--- config.mk ---
export PLATFORM = sky130hd
export DESIGN_NAME = calendar_date_set_and_advance
export DESIGN_NICKNAME = d
export VERILOG_FILES = /design/src/sv/cdsa_pkg.sv /design/src/sv/calendar_date_set_and_advance.sv /design/src/sv/cdsa_dp.sv /design/src/sv/cdsa_seq.sv
export SDC_FILE = /design/constraint.sdc
export NUM_CORES = 1
export LEC_CHECK = 0
export ABC_AREA = 1
export BUFFER_PORTS_ARGS = -buffer_cell sky130_fd_sc_hd__buf_4
export CAP_MARGIN = 20
export CORE_ASPECT_RATIO = 1.2
export CORE_UTILIZATION = 62
export DETAILED_ROUTE_END_ITERATION = 8
export GPL_TIMING_DRIVEN = 1
export PLACE_DENSITY = 0.84
export SLEW_MARGIN = 20
export SYNTH_ARGS = -nofsm -noshare
export SYNTH_HDL_FRONTEND = slang
export SYNTH_SLANG_ARGS = --single-unit
export TNS_END_PERCENT = 20
--- constraint.sdc ---
create_clock -name clk -period 7.1 [get_ports clk]
set_input_delay 0.355 -clock clk [delete_from_list [all_inputs] [get_ports clk]]
set_output_delay 0.355 -clock clk [all_outputs]
set_load 0.03 [all_outputs]
--- src/sv/cdsa_pkg.sv ---
// Shared types, constants and calendar functions for the date set and advance block.
// Used by cdsa_seq, cdsa_dp, calendar_date_set_and_advance and the testbench; depends on nothing.
`default_nettype none

package cdsa_pkg;

    localparam int YEAR_MAX   = 9999;
    localparam int YEAR_RESET = 2000;
    localparam int OFF_LIMIT  = 365;
    localparam int LEN_PLAIN  = 365;
    localparam int LEN_LEAP   = 366;

    localparam int YEAR_W  = 14;
    localparam int MONTH_W = 4;
    localparam int DAY_W   = 5;
    localparam int OFF_W   = 10;
    // Working year spans -1 .. YEAR_MAX + 1 and the day count spans -364 .. 731.
    localparam int YR_W    = 16;
    localparam int ACC_W   = 11;

    // Divisibility by 25 through the multiplicative inverse of 25 modulo 2**16.
    localparam logic [15:0] INV25     = 16'd23593;
    localparam logic [15:0] DIV25_LIM = 16'd2621;

    localparam logic CMD_LOAD = 1'b0;
    localparam logic CMD_ADV  = 1'b1;

    localparam logic ALU_ADD = 1'b0;
    localparam logic ALU_SUB = 1'b1;

    localparam logic OPND_MONTH = 1'b0;
    localparam logic OPND_YEAR  = 1'b1;

    localparam logic [3:0] MON_JAN = 4'd1;
    localparam logic [3:0] MON_FEB = 4'd2;
    localparam logic [3:0] MON_MAR = 4'd3;
    localparam logic [3:0] MON_APR = 4'd4;
    localparam logic [3:0] MON_MAY = 4'd5;
    localparam logic [3:0] MON_JUN = 4'd6;
    localparam logic [3:0] MON_JUL = 4'd7;
    localparam logic [3:0] MON_AUG = 4'd8;
    localparam logic [3:0] MON_SEP = 4'd9;
    localparam logic [3:0] MON_OCT = 4'd10;
    localparam logic [3:0] MON_NOV = 4'd11;
    localparam logic [3:0] MON_DEC = 4'd12;

    typedef struct packed {
        logic start;
        logic leap_en;
        logic alu_en;
        logic alu_op;
        logic alu_opnd;
        logic m_inc;
        logic m_clr;
        logic y_inc;
        logic y_dec;
        logic commit;
    } cdsa_ctl_t;

    typedef struct packed {
        logic load_valid;
        logic m_lt_cur;
        logic m_lt_12;
        logic acc_gt_mlen;
        logic acc_gt_ylen;
        logic acc_lt_one;
        logic y_in_range;
    } cdsa_sts_t;

    // Gregorian leap rule on the magnitude of the year.
    function automatic logic is_leap(input logic signed [YR_W-1:0] y);
        logic [15:0] ya;
        logic [15:0] prod;
        logic        div25;
        ya    = y[YR_W-1] ? 16'(-y) : 16'(y);
        prod  = 16'(ya * INV25);
        div25 = (prod <= DIV25_LIM);
        return (ya[1:0] == 2'd0) && (!div25 || (ya[3:0] == 4'd0));
    endfunction

    // Month length in days, zero for a month code outside January to December.
    function automatic logic [DAY_W-1:0] month_len(input logic leap,
                                                   input logic [MONTH_W-1:0] m);
        logic [DAY_W-1:0] len;
        case (m)
            MON_JAN, MON_MAR, MON_MAY, MON_JUL,
            MON_AUG, MON_OCT, MON_DEC: len = 5'd31;
            MON_APR, MON_JUN, MON_SEP, MON_NOV: len = 5'd30;
            MON_FEB: len = leap ? 5'd29 : 5'd28;
            default: len = 5'd0;
        endcase
        return len;
    endfunction

endpackage

`default_nettype wire

--- src/sv/calendar_date_set_and_advance.sv ---
// Gregorian date register with load and signed day advance; top level of the block.
// A load goes through a leap state and a check state before its result is offered; an advance
// walks the months on the shared adder, with up to 11 steps to form the day of the year
// and up to 11 steps to split it back into month and day.
// Throughput: one item at a time; the next item is taken the cycle after the result leaves.
// Reset (rst_n, asynchronous, active low) sets the date to January 1, 2000, and ok low.
`default_nettype none

module calendar_date_set_and_advance
    import cdsa_pkg::*;
(
    input  wire logic                    clk,
    input  wire logic                    rst_n,
    input  wire logic                    in_valid,
    output logic                         in_ready,
    input  wire logic                    command,
    input  wire logic [YEAR_W-1:0]       year_in,
    input  wire logic [MONTH_W-1:0]      month_in,
    input  wire logic [DAY_W-1:0]        day_in,
    input  wire logic signed [OFF_W-1:0] offset_days,
    output logic                         out_valid,
    input  wire logic                    out_ready,
    output logic [YEAR_W-1:0]            year_out,
    output logic [MONTH_W-1:0]           month_out,
    output logic [DAY_W-1:0]             day_out,
    output logic                         ok
);

    // The sequencer owns the handshake. An item is captured into the datapath
    // working registers in the cycle it is accepted, so the input fields need
    // not stay valid afterwards.
    //
    // A load checks the year against the upper limit, the month against
    // January to December and the day against the month length for that
    // year, and commits only when all three pass.
    //
    // An advance clamps the offset to one year either way, adds it to the
    // stored day, then walks the months before the stored one to form the day
    // of the year. At most one year boundary is crossed, after which the leap
    // flag is recomputed for the new year. The day of the year is then split
    // back into month and day one month per cycle. A year outside zero to the
    // upper limit leaves the stored date untouched and reports ok low.
    //
    // The result fields come straight from the stored date and the ok flag,
    // which hold still while the result waits to be taken.

    cdsa_ctl_t ctl;
    cdsa_sts_t sts;

    cdsa_seq u_seq (
        .clk       (clk),
        .rst_n     (rst_n),
        .in_valid  (in_valid),
        .in_ready  (in_ready),
        .out_valid (out_valid),
        .out_ready (out_ready),
        .command   (command),
        .sts       (sts),
        .ctl       (ctl)
    );

    cdsa_dp u_dp (
        .clk         (clk),
        .rst_n       (rst_n),
        .ctl         (ctl),
        .command     (command),
        .year_in     (year_in),
        .month_in    (month_in),
        .day_in      (day_in),
        .offset_days (offset_days),
        .sts         (sts),
        .year_out    (year_out),
        .month_out   (month_out),
        .day_out     (day_out),
        .ok          (ok)
    );

endmodule

`default_nettype wire

--- src/sv/cdsa_dp.sv ---
// Datapath: stored date, working registers and the shared add/subtract unit.
// Depends on cdsa_pkg; driven by the control word from cdsa_seq.
`default_nettype none

module cdsa_dp
    import cdsa_pkg::*;
(
    input  wire logic                    clk,
    input  wire logic                    rst_n,
    input  wire cdsa_ctl_t               ctl,
    input  wire logic                    command,
    input  wire logic [YEAR_W-1:0]       year_in,
    input  wire logic [MONTH_W-1:0]      month_in,
    input  wire logic [DAY_W-1:0]        day_in,
    input  wire logic signed [OFF_W-1:0] offset_days,
    output cdsa_sts_t                    sts,
    output logic [YEAR_W-1:0]            year_out,
    output logic [MONTH_W-1:0]           month_out,
    output logic [DAY_W-1:0]             day_out,
    output logic                         ok
);

    logic signed [YR_W-1:0]  y_reg;
    logic signed [YR_W-1:0]  y_next;
    logic [MONTH_W-1:0]      m_reg;
    logic [MONTH_W-1:0]      m_next;
    logic signed [ACC_W-1:0] acc_reg;
    logic signed [ACC_W-1:0] acc_next;
    logic                    leap_reg;

    logic [YEAR_W-1:0]       cur_year_reg;
    logic [MONTH_W-1:0]      cur_month_reg;
    logic [DAY_W-1:0]        cur_day_reg;
    logic                    ok_reg;

    logic [DAY_W-1:0]        mlen;
    logic signed [ACC_W-1:0] mlen_s;
    logic signed [ACC_W-1:0] ylen_s;
    logic signed [ACC_W-1:0] opnd;
    logic signed [ACC_W-1:0] alu_res;
    logic signed [ACC_W-1:0] off_sat;
    logic signed [ACC_W-1:0] adv_start;

    assign mlen   = month_len(leap_reg, m_reg);
    assign mlen_s = $signed({{(ACC_W-DAY_W){1'b0}}, mlen});
    assign ylen_s = leap_reg ? ACC_W'(LEN_LEAP) : ACC_W'(LEN_PLAIN);

    // The one adder shared by every step of the walk.
    assign opnd    = (ctl.alu_opnd == OPND_YEAR) ? ylen_s : mlen_s;
    assign alu_res = (ctl.alu_op == ALU_SUB) ? (acc_reg - opnd) : (acc_reg + opnd);

    always_comb
    begin
        if (offset_days > OFF_LIMIT)
        begin
            off_sat = ACC_W'(OFF_LIMIT);
        end
        else if (offset_days < -OFF_LIMIT)
        begin
            off_sat = -ACC_W'(OFF_LIMIT);
        end
        else
        begin
            off_sat = {offset_days[OFF_W-1], offset_days};
        end
    end

    assign adv_start = $signed({{(ACC_W-DAY_W){1'b0}}, cur_day_reg}) + off_sat;

    always_comb
    begin
        y_next   = y_reg;
        m_next   = m_reg;
        acc_next = acc_reg;
        if (ctl.start)
        begin
            if (command == CMD_LOAD)
            begin
                y_next   = $signed({{(YR_W-YEAR_W){1'b0}}, year_in});
                m_next   = month_in;
                acc_next = $signed({{(ACC_W-DAY_W){1'b0}}, day_in});
            end
            else
            begin
                y_next   = $signed({{(YR_W-YEAR_W){1'b0}}, cur_year_reg});
                m_next   = MON_JAN;
                acc_next = adv_start;
            end
        end
        else
        begin
            if (ctl.alu_en)
            begin
                acc_next = alu_res;
            end
            if (ctl.m_inc)
            begin
                m_next = m_reg + 4'd1;
            end
            else if (ctl.m_clr)
            begin
                m_next = MON_JAN;
            end
            if (ctl.y_inc)
            begin
                y_next = y_reg + 16'sd1;
            end
            else if (ctl.y_dec)
            begin
                y_next = y_reg - 16'sd1;
            end
        end
    end

    always_ff @(posedge clk)
    begin
        y_reg   <= y_next;
        m_reg   <= m_next;
        acc_reg <= acc_next;
        if (ctl.leap_en)
        begin
            leap_reg <= is_leap(y_reg);
        end
    end

    always_ff @(posedge clk or negedge rst_n)
    begin
        if (!rst_n)
        begin
            cur_year_reg  <= YEAR_W'(YEAR_RESET);
            cur_month_reg <= MON_JAN;
            cur_day_reg   <= 5'd1;
            ok_reg        <= 1'b0;
        end
        else
        begin
            if (ctl.start)
            begin
                ok_reg <= 1'b0;
            end
            else if (ctl.commit)
            begin
                cur_year_reg  <= y_reg[YEAR_W-1:0];
                cur_month_reg <= m_reg;
                cur_day_reg   <= acc_reg[DAY_W-1:0];
                ok_reg        <= 1'b1;
            end
        end
    end

    assign sts.load_valid  = (y_reg <= YEAR_MAX) && (mlen != 5'd0) &&
                             (acc_reg >= 11'sd1) && (acc_reg <= mlen_s);
    assign sts.m_lt_cur    = (m_reg < cur_month_reg);
    assign sts.m_lt_12     = (m_reg < MON_DEC);
    assign sts.acc_gt_mlen = (acc_reg > mlen_s);
    assign sts.acc_gt_ylen = (acc_reg > ylen_s);
    assign sts.acc_lt_one  = (acc_reg < 11'sd1);
    assign sts.y_in_range  = (y_reg >= 16'sd0) && (y_reg <= YEAR_MAX);

    assign year_out  = cur_year_reg;
    assign month_out = cur_month_reg;
    assign day_out   = cur_day_reg;
    assign ok        = ok_reg;

endmodule

`default_nettype wire

--- src/sv/cdsa_seq.sv ---
// Sequencer for the load checks and for the date walks on the shared adder.
// Depends on cdsa_pkg; drives cdsa_dp through a control word.
`default_nettype none

module cdsa_seq
    import cdsa_pkg::*;
(
    input  wire logic      clk,
    input  wire logic      rst_n,
    input  wire logic      in_valid,
    output logic           in_ready,
    output logic           out_valid,
    input  wire logic      out_ready,
    input  wire logic      command,
    input  wire cdsa_sts_t sts,
    output cdsa_ctl_t      ctl
);

    localparam logic [3:0] S_IDLE      = 4'd0;
    localparam logic [3:0] S_LOAD_LEAP = 4'd1;
    localparam logic [3:0] S_LOAD_CHK  = 4'd2;
    localparam logic [3:0] S_ADV_LEAP  = 4'd3;
    localparam logic [3:0] S_DOY       = 4'd4;
    localparam logic [3:0] S_CROSS     = 4'd5;
    localparam logic [3:0] S_NEW_LEAP  = 4'd6;
    localparam logic [3:0] S_BORROW    = 4'd7;
    localparam logic [3:0] S_SPLIT     = 4'd8;
    localparam logic [3:0] S_OUT       = 4'd9;

    logic [3:0] state_reg;
    logic [3:0] state_next;
    logic       borrow_reg;
    logic       borrow_next;

    always_comb
    begin
        state_next  = state_reg;
        borrow_next = borrow_reg;
        ctl         = '0;
        in_ready    = 1'b0;
        out_valid   = 1'b0;
        case (state_reg)
            S_IDLE:
            begin
                in_ready = 1'b1;
                if (in_valid)
                begin
                    ctl.start  = 1'b1;
                    state_next = (command == CMD_LOAD) ? S_LOAD_LEAP : S_ADV_LEAP;
                end
            end
            S_LOAD_LEAP:
            begin
                ctl.leap_en = 1'b1;
                state_next  = S_LOAD_CHK;
            end
            S_LOAD_CHK:
            begin
                ctl.commit = sts.load_valid;
                state_next = S_OUT;
            end
            S_ADV_LEAP:
            begin
                ctl.leap_en = 1'b1;
                state_next  = S_DOY;
            end
            S_DOY:
            begin
                // Sum the lengths of the months before the stored month.
                if (sts.m_lt_cur)
                begin
                    ctl.alu_en   = 1'b1;
                    ctl.alu_op   = ALU_ADD;
                    ctl.alu_opnd = OPND_MONTH;
                    ctl.m_inc    = 1'b1;
                end
                else
                begin
                    state_next = S_CROSS;
                end
            end
            S_CROSS:
            begin
                ctl.m_clr = 1'b1;
                if (sts.acc_gt_ylen)
                begin
                    ctl.alu_en   = 1'b1;
                    ctl.alu_op   = ALU_SUB;
                    ctl.alu_opnd = OPND_YEAR;
                    ctl.y_inc    = 1'b1;
                    borrow_next  = 1'b0;
                    state_next   = S_NEW_LEAP;
                end
                else if (sts.acc_lt_one)
                begin
                    ctl.y_dec   = 1'b1;
                    borrow_next = 1'b1;
                    state_next  = S_NEW_LEAP;
                end
                else
                begin
                    state_next = S_SPLIT;
                end
            end
            S_NEW_LEAP:
            begin
                ctl.leap_en = 1'b1;
                state_next  = borrow_reg ? S_BORROW : S_SPLIT;
            end
            S_BORROW:
            begin
                ctl.alu_en   = 1'b1;
                ctl.alu_op   = ALU_ADD;
                ctl.alu_opnd = OPND_YEAR;
                state_next   = S_SPLIT;
            end
            S_SPLIT:
            begin
                if (!sts.y_in_range)
                begin
                    state_next = S_OUT;
                end
                else if (sts.m_lt_12 && sts.acc_gt_mlen)
                begin
                    ctl.alu_en   = 1'b1;
                    ctl.alu_op   = ALU_SUB;
                    ctl.alu_opnd = OPND_MONTH;
                    ctl.m_inc    = 1'b1;
                end
                else
                begin
                    ctl.commit = 1'b1;
                    state_next = S_OUT;
                end
            end
            S_OUT:
            begin
                out_valid = 1'b1;
                if (out_ready)
                begin
                    state_next = S_IDLE;
                end
            end
            default:
            begin
                state_next = S_IDLE;
            end
        endcase
    end

    always_ff @(posedge clk or negedge rst_n)
    begin
        if (!rst_n)
        begin
            state_reg  <= S_IDLE;
            borrow_reg <= 1'b0;
        end
        else
        begin
            state_reg  <= state_next;
            borrow_reg <= borrow_next;
        end
    end

endmodule

`default_nettype wire

Word level (Yosys, flattened, before mapping):

Cells that the tools add are included.

* bits in registers: 61
* bits of input ports: 38
* output and inout port bits: 26
* logic and storage cells: 130

* $add $sub $neg: 7
* multipliers: 1
* $lt $le $gt $ge: 12
* eq/ne operators: 25
* muxes and demuxes: 51
* bitwise operators: 1
* reduce and logical (&&, ||, !) cells: 23

Operators by type and width (number)
* $mux W11: 7
* $mux W16: 4
* $mux W4: 15
* $pmux W4 S10: 1
* $eq A4 B3 Y1 const B: 8
* $eq A4 B4 Y1 const B: 7
* $add A16 B2 Y16 const B: 1
* $eq A4 B2 Y1 const B: 4
* $ge A16 B1 Y1 const B: 1
* $le A16 B12 Y1 const B: 1
* $le A16 B15 Y1 const B: 1
* $mul A16 B15 Y16 const B: 1
* $neg A16 Y16: 1
* $sub A16 B2 Y16 const B: 1
* $mux W1: 15
* $pmux W5 S3: 1
* $mux W14: 1
* $pmux W3 S4: 1
* $add A11 B11 Y11: 1
* $add A6 B11 Y11: 1
* $ge A11 B2 Y1 const B: 1
* $gt A11 B11 Y1: 1
* $gt A11 B6 Y1: 1
* $le A11 B6 Y1: 1
* other kinds (27): 43

Depth between registers and ports, before layout:

Gate-level depths: netlist of the first run.

* depth in word-level cells: 13
* depth in mapped cells: 32

Modules after synthesis:

From an unflattened synthesis of the first run, not the netlist that was laid out.

* cell total of the unflattened synthesis: 957
* area total of the unflattened synthesis: 7113.1 µm²

By module, submodules not included
* cdsa_dp: times used 1, cells an instance 877, area each 6613.8 µm², sequential area each 1571.5 µm²
* cdsa_seq: times used 1, cells an instance 80, area each 499.2 µm², sequential area each 125.1 µm²

Worst setup path before layout of the first run:

No wires, ideal clock.

* path kind: flip-flop to flip-flop
* start point: register u_dp.y_reg[0]
* end point: register u_dp.leap_reg (data pin)
* setup time: 0.249 ns
* arrival: 4.863 ns
* data required time: 6.851 ns
* setup slack: 1.988 ns
* cell stages (with the launch flop): 25
* period minus slack after synthesis: 5.112 ns
* cells stage by stage: edfxtp_1 -> inv_1 -> ha_1 -> nand2_1 -> o21ai_1 -> xor2_1 -> ha_1 -> ha_1 -> inv_1 -> fa_1 -> inv_1 -> fa_1 -> fa_1 -> ha_1 -> ha_1 -> a21oi_1 -> o21ai_0 -> a31oi_1 -> inv_1 -> nand2_1 -> nand2_1 -> nand2_1 -> nand3_1 -> nand2_1 -> inv_1

* longest elaborated chain between the ends: 7

Ends and longest elaborated chain
* start: declaration: line cdsa_dp.sv:23 `logic signed [YR_W-1:0] y_reg;`
* start signal: assignment: line cdsa_dp.sv:117 `y_reg <= y_next;`
* $neg A16 Y16: line cdsa_pkg.sv:75 `ya = y[YR_W-1] ? 16'(-y) : 16'(y);`
* $mux W16 (*): line cdsa_pkg.sv:75
* $mul A16 B15 Y16: line cdsa_pkg.sv:76 `prod = 16'(ya * INV25);`
* $le A16 B12 Y1: line cdsa_pkg.sv:77 `div25 = (prod <= DIV25_LIM);`
* $logic_not A1 Y1: line cdsa_pkg.sv:78 `return (ya[1:0] == 2'd0) && (!div25 || (ya[3:0] == 4'd0));`
* $logic_or A1 B1 Y1: line cdsa_pkg.sv:78
* $logic_and A1 B1 Y1 (*): line cdsa_pkg.sv:78
* end signal: assignment: line cdsa_dp.sv:122 `leap_reg <= is_leap(y_reg);`
* end: declaration: line cdsa_dp.sv:29 `logic leap_reg;`

Mark *: on every way between the ends. The rest lies on a longest branch, timed or not.
A chain may end at the register's enable or synchronous reset.

Final worst setup path of the first run:

Ends and elaborated chain as after synthesis.

==> reports/metrics.yaml, run 1 <==
run_status:
  outcome: "complete, no violations"
final_layout:
  antenna_cells: 0
  stdcell_count: 1141
  fillCellCount: 879
  syn2layout_area_growth_pct: 13.01
  largest_reg_flops: 16
  drive_gt1_share_pct: 16.31
  nets: 1150
sta:
  tightest_slew_ns: 0.7411
  maxSlewViolCount: 0
  rsz0062_at_grt: "false"
  min_period_over_period_pct: 82.47
  final.setup_skew_ns: 0.005644
  hold_viol_final: 0
  post-route-min-period_ns: 5.855
  clock.fmax_mhz: 170.8
  finalSetupViolCount: 0
  worst_slew_margin_rel_pct: 50.07
  finalSetupTns_ns: 0
drt:
  wirelength_um: 17740
  vias: 6382
  drc_errors: 0
  drt_iter0_drc: 510
  firstDrtPassIters: 5
  drt-wirelength-per-cell_um: 15.55
  ant_nets: 0
  vias_per_cell: 5.593
logic_synthesis:
  synth_seq_area_share_pct: 23.86
  yosysMostFrequentCell: "nand2_1"
  yosys.area.top_type: "ha_1"
  synthesis.area_mm2: 0.007109
  synth_cell_types: 52
  syn_inst: 918
  yosys_warnings: 0
  synth_common_cells: "171 x nand2_1, 148 x inv_1, 109 x ha_1, 69 x nor2_1, 49 x a21oi_1"
  synth_edf_count: 32
  yosys-top-cells-area: "ha_1 19%, edfxtp_1 14%, nand2_1 9.0%, inv_1 7.8%, dfrtp_1 7.4%"
  yosysTopAreaCellShare_pct: 19.18
  ys_ff_latch: 61
  syn_nets: 1086
  async_flop_share_pct: 47.54
  synth_ff_type: "edfxtp_1"
  synth.avg_cell_area_um2: 7.744
worst_setup_path:
  crit_path_start_kind: "register"
  cp.arrival_ns: 5.95
  path_class: "register to register"
  crit_fanout: 10
  critPathCaptureType: "register"
  cp.required_ns: 7.19
floorplanning:
  die_w_um: 99.75
  die_h_um: 119.3
  fp.dieArea_mm2: 0.01190
  initial_core_util_pct: 64.12
  fp-row-count: 42
  ios: 64
  core_area_mm2: 0.01109
global_route:
  grt_pass1_wl_um: 29110
  grt_antenna_before_repair: 0
  grt_use_total_pct: 31.64
  grt_pass1_vias: 6461
  grt_overflow: 0
  grt_start_max_net_pins: 44
place:
  dp_hpwl_um: 14250
  portBuffers: 63
  routabilityCongestion: 0.9202
  dp_cells: 1124
clocking:
  clockRootBuffer: "clkbuf_16"
  cts_tree: "done"
  cts.sinks: 61
  clkTransAtPathRegs_ns: 0.05
  htree_levels: 3
  numCtsBuffers: 9
  ctsResizeCount: 0
  clock_path_buffers: 2
  clk_latency_ns: 0.34
min_path:
  hold_class: "primary input to register"
job:
  maxCapViolations: 0
-- worst max-delay path, cell delays in order (launching register included) --
cell	delay [ns]
edfxtp_1	0.56
inv_1	0.19
ha_1	0.21
nand2_1	0.10
o21ai_1	0.16
xor2_1	0.49
ha_1	0.35
ha_1	0.29
inv_1	0.06
fa_1	0.54
inv_1	0.06
fa_1	0.56
fa_1	0.43
ha_1	0.32
ha_1	0.34
a21oi_1	0.14
o21ai_0	0.10
a31oi_1	0.24
inv_1	0.07
nand2_1	0.09
nand2_1	0.06
nand2_1	0.05
nand3_1	0.08
nand2_1	0.07
inv_1	0.04
-- logic make-up after synthesis --
| logic type | Yosys count | synth area share, % |
|---|---|---|
| simple gates | 346 | 21.82 |
| flops | 61 | 23.86 |
| xor+xnor | 36 | 4.435 |
| buf+inv | 178 | 9.996 |
| fa+ha+maj | 130 | 25.10 |
| compound gates | 167 | 14.78 |
-- stage by stage --
step / hold WS (ns) / worst slack (ns) / cell area (µm²) / util, %
floorplan: 0.05941 / 1.988 / 7109 / -
global placement: 0.3131 / 1.363 / 7702 / 69.47
detailed placement: 0.3133 / 1.239 / 7702 / 69.47
CTS: 0.2835 / 1.229 / 8034 / 72.46
global route: 0.2894 / 0.8931 / 8034 / 72.46
finish: 0.2828 / 1.245 / 8034 / 72.46
-- layer usage --
layer  vias to the layer above  global-route usage, %  part of all wire [%]
li1                       3182                      -                     -
met2                       195                  58.66                    52
met3                        66                  4.519                   4.3
met1                      2939                  33.64                    38
met4                         0                  18.11                   5.0
met5                         -                      0                     0
-- path summary, 6_finish.rpt --
kind / start / end / slack, ns / cells past startpoint
setup / recovery: u_dp.y_reg[0] / u_dp.leap_reg / 1.24 / 24
hold / removal: out_ready / u_seq.state_reg[0] / 0.28 / 4
setup reg to reg: u_dp.y_reg[0] / u_dp.leap_reg / 1.24 / 24
hold reg to reg: u_dp.ok / u_dp.ok / 0.51 / 2
max in group asynchronous: rst_n / u_dp.year_out[4] / 6.26 / 2
min in group asynchronous: rst_n / u_dp.year_out[11] / 0.50 / 2
-- area by class of cell --
| class | count | area, µm² | share of cell area [%] |
|---|---|---|---|
| Clock buffer | 13 | 281.5 | 3.504 |
| Sequential cell | 61 | 1697 | 21.12 |
| Inverter | 164 | 615.6 | 7.662 |
| Tap cell | 154 | 192.7 | 2.398 |
| Timing Repair Buffer | 67 | 505.5 | 6.292 |
| Clock inverter | 3 | 40.04 | 0.4984 |
| Multi-Input combinational cell | 679 | 4702 | 58.53 |
-- cell usage in the layout, fill, tap and decap left out, drive strengths merged, types with 2 or more instances in the layout --
cell type / n
nor3: 13
dfrtp: 21
o211ai: 6
clkbuf: 13
a22oi: 5
a21oi: 65
nand4: 11
dfstp: 8
or2: 5
o2111ai: 3
a21o: 3
o22ai: 10
ha: 109
nor2: 87
nand3b: 2
o31ai: 4
a31oi: 6
xnor2: 9
clkinv: 2
o21a: 6
nand3: 50
fa: 21
buf: 66
xor2: 27
o21ai: 49
nand2: 176
a211oi: 5
inv: 164
edfxtp: 32
-- what timing repair did --
action	CTS	global route
setup buffers	0	0
hold endpoints to repair	21	0
hold buffers	1	0
Power of run 1 is not shown: default switching activity piles up to over one toggle a cycle in this logic, so the estimate is an artifact.
==> run 2: changes to the inputs <==
clock period = 5.97 ns   (was 7.1 ns; I/O delays follow)
==> run 2 against run 1 <==
Worst setup slack got worse by 0.81 ns. Register-to-register slack got worse by 0.81 ns. Sequential share of layout area about the same. Critical path type unchanged. Sequential cell count unchanged. Cell count increased by 0.44%. Via count increased by 2.2%. Maximum frequency increased by 5.8%. First-iteration DRC count decreased by 19%. Clock skew increased by 0.0043 ns. Count of clock-buffer cells in the layout increased by 2.
==> reports/metrics.yaml, run 2 (same netlist as run 1, synthesis figures left out) <==
run_status:
  outcome: "complete, no violations"
job:
  maxCapViolations: 0  # unchanged
final_layout:
  largest_reg_flops: 16  # unchanged
  multiInputGateArea_mm2: 0.004710  # +0.16%
  syn2layout_area_growth_pct: 13.09  # about the same
  mostFrequentLayoutCells: "171 x nand2_1, 148 x inv_1, 109 x ha_1"
  drive_gt1_share_pct: 16.63  # +0.32 points
  layout.area.seq_mm2: 0.001697  # unchanged
  nets: 1155  # +0.43%
  antenna_cells: 0  # unchanged
  final_common_cell: "nand2_1"
  fillCellCount: 874  # -0.57%
sta:
  hold_viol_final: 0  # unchanged
  min_period_over_period_pct: 92.67  # +10 points
  fin_ws_ns: 0.4376  # -0.8070 ns
  clock.fmax_mhz: 180.8  # +5.8%
  worst_slew_margin_rel_pct: 51.48  # +1.4 points
  finalSetupViolCount: 0  # unchanged
  maxSlewViolCount: 0  # unchanged
  finalSetupTns_ns: 0  # unchanged
  tightest_slew_ns: 0.7261  # -0.01503 ns
  final.setup_skew_ns: 0.009935  # +0.004292 ns
  post-route-min-period_ns: 5.532  # -0.3230 ns
  rsz0062_at_grt: "false"
worst_setup_path:
  cpMaxStageDelayCell: "fa_1"
  reg2regPathDepth: 26  # +8.3%
  r2r_start: "u_dp.y_reg[0]"
  max_stage_delay_ns: 0.53  # -0.03 ns
  worstReg2RegEnd: "u_dp.leap_reg"
  cp.required_ns: 6.06  # -1.13 ns
  crit_path_start_kind: "register"
  path_class: "register to register"
  rrSetupSlack_ns: 0.44  # -0.81 ns
  crit_fanout: 5  # -5
  critPathCaptureType: "register"
  cp.arrival_ns: 5.62  # -0.33 ns
clocking:
  cts_tree: "done"
  clk_latency_ns: 0.34  # about the same
  clock_path_buffers: 2  # unchanged
  clockRootBuffer: "clkbuf_16"
  postCtsSetupBuffers: 0  # unchanged
  htree_levels: 3  # unchanged
  numCtsBuffers: 9  # unchanged
  cts.sinks: 61  # unchanged
  clkTransAtPathRegs_ns: 0.05  # about the same
place:
  routabilityCongestion: 0.9243  # +0.45%
  pre_cts_slack_ns: 0.3824  # -0.8564 ns
  dp_hpwl_um: 14460  # +1.5%
  portBuffers: 63  # unchanged
min_path:
  hold_start: "out_ready"
  hold_end: "u_seq.state_reg[0]"
  hold_depth: 4  # unchanged
  hold_class: "primary input to register"
floorplanning:
  core_area_mm2: 0.01109  # unchanged
  fp-row-count: 42  # unchanged
  die_h_um: 119.3  # unchanged
  initial_core_util_pct: 64.12  # unchanged
  fp.dieArea_mm2: 0.01190  # unchanged
  ios: 64  # unchanged
  die_w_um: 99.75  # unchanged
drt:
  wirelength_um: 17970  # +1.3%
  ant_nets: 0  # unchanged
  vias: 6520  # +2.2%
  firstDrtPassIters: 5  # unchanged
  drt_iter0_drc: 415  # -19%
  drc_errors: 0  # unchanged
  vias_per_cell: 5.689  # +1.7%
  drt-wirelength-per-cell_um: 15.68  # +0.84%
global_route:
  grt_pass1_wl_um: 29520  # +1.4%
  grt_use_total_pct: 32.05  # +0.41 points
  grt_pass1_vias: 6507  # +0.71%
  grt_antenna_before_repair: 0  # unchanged
  grt_start_max_net_pins: 44  # unchanged
  grt_overflow: 0  # unchanged
==> run 2: cell count changes in the layout (fill, tap and decap cells not counted), sizes merged <==
cell    change
bufinv      -1
buf         +5
clkbuf      +2
clkinv      -1
==> run 2: metrics by stage <==
stage	cell area [µm²]	utilization, %	hold slack, ns	cells
after floorplan	7109	-	0.002909	918
after global placement	7740	69.80	0.2524	1129
after detailed placement	7740	69.80	0.2576	1129
after CTS	8033	72.44	0.2290	1146
after global routing	8040	72.51	0.2628	1146
final	8040	72.51	0.2374	1146
==> run 2: final cells by class <==
class	count	share of cell area [%]
tap	154	2.397
clock buffer	15	3.455
sequential	61	21.10
timing repair buffer	72	6.754
clock inverter	1	0.06225
multi-input combinational	679	58.57
inverter	164	7.656
==> run 2: how the worst max path moves through the flow <==
stage | start | endpoint
5_1_grt | u_dp.y_reg[0] | u_dp.leap_reg
3_3_place_gp | u_dp.y_reg[0] | u_dp.leap_reg
4_1_cts | u_dp.y_reg[0] | u_dp.leap_reg
3_5_place_dp | u_dp.y_reg[0] | u_dp.leap_reg
2_1_floorplan | u_dp.y_reg[0] | u_dp.leap_reg
6_report | u_dp.y_reg[0] | u_dp.leap_reg
==> run 2: metal layers <==
metal	vias to the layer above	global-route usage, %	wire, µm
met4	0	18.38	889
met5	-	0	0
met1	3057	33.95	6872
met3	70	4.284	742
met2	208	59.74	9466
li1	3185	-	-
==> run 2: critical path, delay by kind of cell (launching register included) <==
family	cells	cell delay [ns]
AOI/OAI and AO/OA	3	0.46
xor gates and xnor gates	1	0.27
adders and majority gates	8	2.79
buffers and inverters	4	0.30
DFF	1	0.48
and+or+nand+nor	10	0.98
==> run 2: timing repair <==
item	in CTS	in global routing
resized for setup	0	1
hold endpoints to repair	21	0
hold buffers	1	0
endpoints found under the setup margin	0	1
Power of run 2 is left out for the same reason.
